<file path="src/design/slid_pkg.sv">
// Types and constants shared by the sorted list cell row and its controller.
package slid_pkg;

	localparam int ValueWidth = 32;
	localparam int CountWidth = 5;
	localparam int StatusWidth = 2;

	typedef enum logic {
		ACT_INSERT = 1'b0,
		ACT_DELETE = 1'b1
	} action_t;

	typedef enum logic [StatusWidth-1:0] {
		STATUS_OK        = 2'd0,
		STATUS_FULL      = 2'd1,
		STATUS_NOT_FOUND = 2'd2
	} status_t;

	typedef enum logic [1:0] {
		ST_IDLE,
		ST_INSERT,
		ST_DELETE,
		ST_REPORT
	} state_t;

	typedef struct packed {
		action_t                       action;
		logic signed [ValueWidth-1:0]  value;
	} cmd_t;

	typedef struct packed {
		logic        [CountWidth-1:0]  entry_count;
		logic signed [ValueWidth-1:0]  head_value;
		logic        [CountWidth-1:0]  removed_count;
		status_t                       status;
	} result_t;

	typedef struct packed {
		logic                          ins_en;
		logic                          del_en;
		logic signed [ValueWidth-1:0]  operand;
	} cell_ctrl_t;

endpackage

</file>
<file path="src/design/slid_cell.sv">
// One cell of the sorted row: holds one entry, shifts right on insert, left on delete.
module slid_cell (
	input  logic                                   clk,
	input  slid_pkg::cell_ctrl_t                   ctrl,
	input  logic                                   occ,
	input  logic                                   at_end,
	input  logic signed [slid_pkg::ValueWidth-1:0] left_entry,
	input  logic                                   left_gt,
	input  logic signed [slid_pkg::ValueWidth-1:0] right_entry,
	output logic signed [slid_pkg::ValueWidth-1:0] entry,
	output logic                                   gt,
	output logic                                   eq
);

	logic signed [slid_pkg::ValueWidth-1:0] entry_q;
	logic                                   ge;

	assign gt    = occ && (entry_q > ctrl.operand);
	assign eq    = occ && (entry_q == ctrl.operand);
	assign ge    = gt || eq;
	assign entry = entry_q;

	always_ff @(posedge clk) begin
		if (ctrl.ins_en && (gt || at_end)) begin
			// take the left neighbour if it also moves up, else the new item lands here
			entry_q <= left_gt ? left_entry : ctrl.operand;
		end else if (ctrl.del_en && ge) begin
			entry_q <= right_entry;
		end
	end

endmodule

</file>
<file path="src/design/sorted_list_insert_delete.sv">
// Top level: controller and row of cells for the sorted insert/delete table.
//
// Keeps up to CAPACITY signed 32-bit values in ascending order, one per cell
// of a row. An insert drops every larger entry one cell up, all in the same
// cycle, and puts the item after any equal values, unless the table is full;
// a delete removes one matching entry per cycle by pulling the entries above
// it one cell down, until no match is left. An insert item passes through
// its insert and report states; a delete stays in its delete state while a
// match remains, then reports. busy is high while an item is at work;
// the result is shown on result for exactly one cycle with done high and
// must be taken then, and the next item may be started in that same cycle.
module sorted_list_insert_delete #(
	parameter int CAPACITY = 16
) (
	input  logic              clk,
	input  logic              arst_n,
	input  logic              start,
	output logic              busy,
	input  slid_pkg::cmd_t    cmd,
	output logic              done,
	output slid_pkg::result_t result
);

	localparam int CW = $clog2(CAPACITY + 1);

	slid_pkg::state_t   state_q, state_d;
	slid_pkg::action_t  action_q;
	logic signed [slid_pkg::ValueWidth-1:0] operand_q;
	logic [CW-1:0]      count_q, count_d;
	logic [CW-1:0]      removed_q, removed_d;
	slid_pkg::status_t  status_q, status_d;
	slid_pkg::result_t  result_q;
	logic               done_q;
	logic               report_en;

	slid_pkg::cell_ctrl_t ctrl;

	logic signed [slid_pkg::ValueWidth-1:0] entry_vec [CAPACITY];
	logic [CAPACITY-1:0] gt_vec;
	logic [CAPACITY-1:0] eq_vec;
	logic [CAPACITY-1:0] occ_vec;
	logic [CAPACITY-1:0] end_vec;
	logic                any_match;
	logic                full;

	assign any_match = |eq_vec;
	assign full      = (count_q >= CW'(CAPACITY));
	assign busy      = (state_q != slid_pkg::ST_IDLE);
	assign done      = done_q;
	assign result    = result_q;

	for (genvar i = 0; i < CAPACITY; i++) begin : g_cell
		logic signed [slid_pkg::ValueWidth-1:0] left_entry;
		logic                                   left_gt;
		logic signed [slid_pkg::ValueWidth-1:0] right_entry;

		assign occ_vec[i] = (count_q > CW'(i));
		assign end_vec[i] = (count_q == CW'(i));

		if (i == 0) begin : g_first
			assign left_entry = ctrl.operand;
			assign left_gt    = 1'b0;
		end else begin : g_inner
			assign left_entry = entry_vec[i-1];
			assign left_gt    = gt_vec[i-1];
		end

		if (i == CAPACITY - 1) begin : g_last
			// top cell falls out of range after a removal: hold its own entry
			assign right_entry = entry_vec[i];
		end else begin : g_below
			assign right_entry = entry_vec[i+1];
		end

		slid_cell u_cell (
			.clk         (clk),
			.ctrl        (ctrl),
			.occ         (occ_vec[i]),
			.at_end      (end_vec[i]),
			.left_entry  (left_entry),
			.left_gt     (left_gt),
			.right_entry (right_entry),
			.entry       (entry_vec[i]),
			.gt          (gt_vec[i]),
			.eq          (eq_vec[i])
		);
	end

	always_comb begin
		state_d      = state_q;
		count_d      = count_q;
		removed_d    = removed_q;
		status_d     = status_q;
		report_en    = 1'b0;
		ctrl.ins_en  = 1'b0;
		ctrl.del_en  = 1'b0;
		ctrl.operand = operand_q;
		unique case (state_q)
			slid_pkg::ST_IDLE: begin
				if (start) begin
					removed_d = '0;
					state_d   = (cmd.action == slid_pkg::ACT_INSERT) ?
						slid_pkg::ST_INSERT : slid_pkg::ST_DELETE;
				end
			end
			slid_pkg::ST_INSERT: begin
				state_d = slid_pkg::ST_REPORT;
				if (full) begin
					status_d = slid_pkg::STATUS_FULL;
				end else begin
					ctrl.ins_en = 1'b1;
					count_d     = count_q + CW'(1);
					status_d    = slid_pkg::STATUS_OK;
				end
			end
			slid_pkg::ST_DELETE: begin
				if (any_match) begin
					// drop one match and pull the rest down
					ctrl.del_en = 1'b1;
					count_d     = count_q - CW'(1);
					removed_d   = removed_q + CW'(1);
				end else begin
					status_d = (removed_q == '0) ?
						slid_pkg::STATUS_NOT_FOUND : slid_pkg::STATUS_OK;
					state_d  = slid_pkg::ST_REPORT;
				end
			end
			slid_pkg::ST_REPORT: begin
				report_en = 1'b1;
				state_d   = slid_pkg::ST_IDLE;
			end
			default: state_d = slid_pkg::ST_IDLE;
		endcase
	end

	always_ff @(posedge clk or negedge arst_n) begin
		if (!arst_n) begin
			state_q   <= slid_pkg::ST_IDLE;
			count_q   <= '0;
			removed_q <= '0;
			status_q  <= slid_pkg::STATUS_OK;
			done_q    <= 1'b0;
		end else begin
			state_q   <= state_d;
			count_q   <= count_d;
			removed_q <= removed_d;
			status_q  <= status_d;
			done_q    <= report_en;
		end
	end

	always_ff @(posedge clk) begin
		if (state_q == slid_pkg::ST_IDLE && start) begin
			action_q  <= cmd.action;
			operand_q <= cmd.value;
		end
		if (report_en) begin
			result_q.entry_count   <= slid_pkg::CountWidth'(count_q);
			result_q.head_value    <= occ_vec[0] ? entry_vec[0] : '0;
			result_q.removed_count <= (action_q == slid_pkg::ACT_DELETE) ?
				slid_pkg::CountWidth'(removed_q) : '0;
			result_q.status        <= status_q;
		end
	end

endmodule
</file>
<file path="config.mk">
export PLATFORM = sky130hd
export DESIGN_NAME = sorted_list_insert_delete
export DESIGN_NICKNAME = d
export VERILOG_FILES = /design/src/design/slid_pkg.sv /design/src/design/slid_cell.sv /design/src/design/sorted_list_insert_delete.sv
export SDC_FILE = /design/constraint.sdc
export NUM_CORES = 2
export LEC_CHECK = 0
export ABC_AREA = 1
export ABC_CLOCK_PERIOD_IN_PS = 8150
export BUFFER_PORTS_ARGS = -buffer_cell sky130_fd_sc_hd__buf_2
export CAP_MARGIN = 0
export CORE_ASPECT_RATIO = 1.25
export CORE_MARGIN = 1.5
export CORE_UTILIZATION = 50
export DETAILED_ROUTE_END_ITERATION = 7
export PLACE_DENSITY = 0.66
export REMOVE_ABC_BUFFERS = 1
export SLEW_MARGIN = 10
export SYNTH_ARGS = -nofsm -noshare
export SYNTH_HDL_FRONTEND = slang
export SYNTH_HIERARCHICAL = 1
export SYNTH_SLANG_ARGS = --single-unit
</file>
<file path="constraint.sdc">
create_clock -name clk -period 8.15 [get_ports clk]
set_input_delay 1.2225 -clock clk [delete_from_list [all_inputs] [get_ports clk]]
set_output_delay 1.2225 -clock clk [all_outputs]
set_load 0.01 [all_outputs]
</file>
Word level (Yosys, flattened, before mapping). Cells that the tools add are included.

Register bits after elaboration: 604. Input bits: 36. Output and inout port bits: 46. Word-level logic and storage cells: 286.

Add/sub/neg operators: 3. $lt $le $gt $ge: 33. Equal/unequal tests: 38. Muxes and demuxes: 64. Reductions and logical operators: 121.

Operators by type and width (count): 2-to-1 mux 32 bit (45); equality test 32 bit (16); > comparator 32 bit (16); logical AND 1 bit (64); equality test 5 x 4 -> 1 bit (second input constant) (8); > comparator 5 x 4 -> 1 bit (second input constant) (8); nonzero test 2 bit (18); logical OR 1 bit (31); equality test 5 x 3 -> 1 bit (second input constant) (4); > comparator 5 x 3 -> 1 bit (second input constant) (4); 2-to-1 mux 5 bit (4); one-hot mux 5 bit (2 select lines) (2); OR reduction 16 bit (1); adder 5 x 1 -> 5 bit (second input constant) (2); equality test 5 x 2 -> 1 bit (second input constant) (2); > comparator 5 x 1 -> 1 bit (second input constant) (2); > comparator 5 x 2 -> 1 bit (second input constant) (2); zero test 5 bit (2); 2-to-1 mux 2 bit (5); inequality test 2 bit (second input constant) (4); one-hot mux 2 bit (4 select lines) (1); 2-to-1 mux 1 bit (6); AND reduction 3 bit (2); equality test 5 x 1 -> 1 bit (second input constant) (1); 7 further kinds (9).

Depth between registers and ports, before layout.
Depth in word-level cells: 8. Mapped depth: 22.

Modules after synthesis. The synthesis kept the hierarchy.

Modules (own cells, without submodules): slid_cell (instances 16, cells each 365, area each 2677.6 sq um, sequential area each 960.9 sq um); sorted_list_insert_delete (instances 1, cells each 365, area each 3995.1 sq um, sequential area each 2687.6 sq um).

Worst setup path after synthesis. No wires, ideal clock.

Path kind: reg-to-reg. Start: reg operand_q, in the netlist g_cell[0].left_entry[31]. End: reg g_cell[0].u_cell.entry_q, in the netlist g_cell[0].u_cell/entry[0], enable pin. Data arrival time: 2.946 ns. Data required time: 7.761 ns. Path slack: 4.814 ns. Stages on the path, launching flop included: 17. Path buffers: 0. Path through: edfxtp_1 inv_1 ha_1 nand2_1 nor2_2 nand2_1 nor2_2 nand2_1 nor2_1 nor2_1 nand2_1 nor2_2 nand2_1 nand2_1 inv_1 nand2_1 nand2_1.

RTL lines: start, declared (RTL line sorted_list_insert_delete.sv:28) `logic signed [slid_pkg::ValueWidth-1:0] operand_q;`; start signal, assigned (RTL line sorted_list_insert_delete.sv:155) `operand_q <= cmd.value;`; end signal, assigned (RTL line slid_cell.sv:26) `entry_q <= left_gt ? left_entry : ctrl.operand;`; end signal, assigned (RTL line slid_cell.sv:28) `entry_q <= right_entry;`; end, declared (RTL line slid_cell.sv:15) `logic signed [slid_pkg::ValueWidth-1:0] entry_q;`.

==> key figures <==
Status
  – Status: complete, no violations

Clocking
  – Worst-path clk slew: 0.06 ns
  – Num CTS Buffers: 70
  – Number of setup buffers added after CTS: 0
  – Post_cts resized: 0
  – CTS root buf: clkbuf_16
  – Hold_buf cts: 0
  – Clock H-tree levels: 3
  – Skew-Pair Late Insertion Delay: 0.65 ns
  – Sink Count: 604
  – Max clock buf depth: 3
  – CTS tree: built

Synthesis
  – Avg Synthesized Cell Area: approximately 7.5 µm²
  – Synthesized instance count: 6,204
  – Synthesized area: 46,800 µm²
  – Synth Warn #: 6

GRT
  – GRT Total Usage: 0.255
  – GRT overflow: 0
  – Largest net degree at the start of global routing: 160
  – First-pass GRT wire length: 199,000 µm
  – Vias in the first global route: 38,813
  – Initial antenna violation count: 0

Detailed routing
  – WL per Instance: roughly 17 µm
  – Via count: 39,629
  – Vias per cell: 5.37
  – Routed WL: 124,000 µm
  – Final ANT Viol Nets: 0
  – 1st-pass router iterations: 6
  – Detailed Route Iter0 Violations: 3,058
  – Drc violations: 0

Place
  – Hpwl dp: 91,600 µm
  – Gpl congestion: between 0.8 and 0.9
  – PortBufs: around 80
  – Placed Instances: ~7,200
  – Placed Area: 47,400 µm²

Floorplan
  – Die footprint: 95,500 µm²
  – Die width: 277 µm
  – Die H: between 300 and 400 µm
  – I/O Pins: just over 80
  – Rows: ~130
  – Core footprint: 92,900 µm²
  – Initial Utilization: 0.504

Timing
  – Final Skew: 0.0327 ns
  – Slew margin rel.: 0.325
  – Min Hold Slack: 0.462 ns
  – Tcrit/Tclk final: 0.591
  – Final-report max-slew violation count: 0
  – Tmin final: 4.82 ns
  – Slew @ Worst Pin: a little over 1 ns
  – RSZ-0062 raised after global routing: false
  – Hold Vio Cnt, Final: 0
  – Final setup fails: 0
  – FMAX: 208 MHz

Critical path
  – CP Class: flip-flop to flip-flop
  – Crit path max fanout: 26
  – CP Data Required Time: 8.43 ns
  – CP endpoint kind: flip-flop
  – Arr. time, crit path: 5.10 ns
  – Setup crit start kind: flip-flop

Power
  – Max IR drop VDD: 0.283 mV
  – Leakage: 24.4 nW
  – Power per standard cell area: 300 nW/µm²

Cells and area
  – Commonest non-fill, non-tap cell in the layout: nand2_1
  – Share of layout cells above drive strength 1: 0.0535
  – Commonest cells after routing, fill and taps aside: nand2_1 (2,297), inv_1 (778), edfxtp_1 (589)
  – Nets: 6,674
  – P&R area growth vs syn: 6.02%
  – N_diodes: 0
  – Finished Cell Area: 49,700 µm²
  – Post-Layout Cell Count: around 7,400

Job
  – Max-cap violation count: 0

Min path
  – Hold crit path type: flip-flop to flip-flop
-- where the power goes --
group	leakage, nW	total (W)	switching (W)	internal (W)
registers	5.57	0.00490	0.000590	0.00431
logic	17.7	0.00684	0.00487	0.00196
clock network	1.09	0.00314	0.00133	0.00180
-- metrics by stage --
step	power, W	utilization	setup TNS, ns	setup slack (ns)
5_1_grt	0.0161	0.534	0	2.99
4_1_cts	0.0149	0.534	0	3.36
6_report	0.0149	0.534	0	3.33
2_1_floorplan	0.00968	-	-3300.07	-3.80
3_5_place_dp	0.0117	0.511	0	3.37
3_3_place_gp	0.0116	0.511	0	3.43
-- per-layer routing --
layer / part of all wire / global-route usage
met3: 0.044 / 0.0264
met5: 0 / 0
met4: 0.036 / 0.101
met2: 0.52 / 0.479
met1: 0.40 / 0.295
-- worst max-delay path, cell delays in order (launching register included) --
cell,delay (ns)
edfxtp_1,0.95
inv_1,0.17
ha_1,0.34
nand2_1,0.05
nor2_1,0.21
nand2_1,0.15
nor2_1,0.31
nand2_1,0.16
nor2_1,0.16
nor2_1,0.06
nand2_1,0.14
nor2_2,0.07
nand2_1,0.17
nand2_1,0.17
inv_1,0.54
nand2_1,0.11
nand2_1,0.26
buf_4,0.41
-- registers in the layout, indices dropped and copies added, names as in the netlist --
name	flops
action_q	1
count_q	5
done	1
g_cell.left_entry	32
g_cell.u_cell/entry	512
removed_q	5
result	44
state_q	2
status_q	2
-- cell type report --
class                   instances  area (µm²)
clock buffers                  96        1990
repair buffers                121         718
fillers                      8948       43200
flip-flops and latches        604       18100
clock inverters                28         225
inverters                     781        2940
multi-input cells            4537       24200
well taps                    1206        1510
-- path summary, 6_finish.rpt --
| path | start | to | slack, ns | depth (start not counted) |
|---|---|---|---|---|
| max in group asynchronous | arst_n | removed_q[1]$_DFFE_PN0P_ | 7.41 | 1 |
| hold / removal | status_q[1]$_DFFE_PN0P_ | result[1]$_DFFE_PP_ | 0.46 | 0 |
| hold reg to reg | status_q[1]$_DFFE_PN0P_ | result[1]$_DFFE_PP_ | 0.46 | 0 |
| min in group asynchronous | arst_n | count_q[3]$_DFFE_PN0P_ | 0.49 | 1 |
| setup / recovery | g_cell[0].left_entry[12]$_DFFE_PP_ | g_cell[3].u_cell/entry[14]$_DFFE_PP_ | 3.33 | 17 |
| setup reg to reg | g_cell[0].left_entry[12]$_DFFE_PP_ | g_cell[3].u_cell/entry[14]$_DFFE_PP_ | 3.33 | 17 |
No activity file was read; power rests on OpenSTA's default activity.
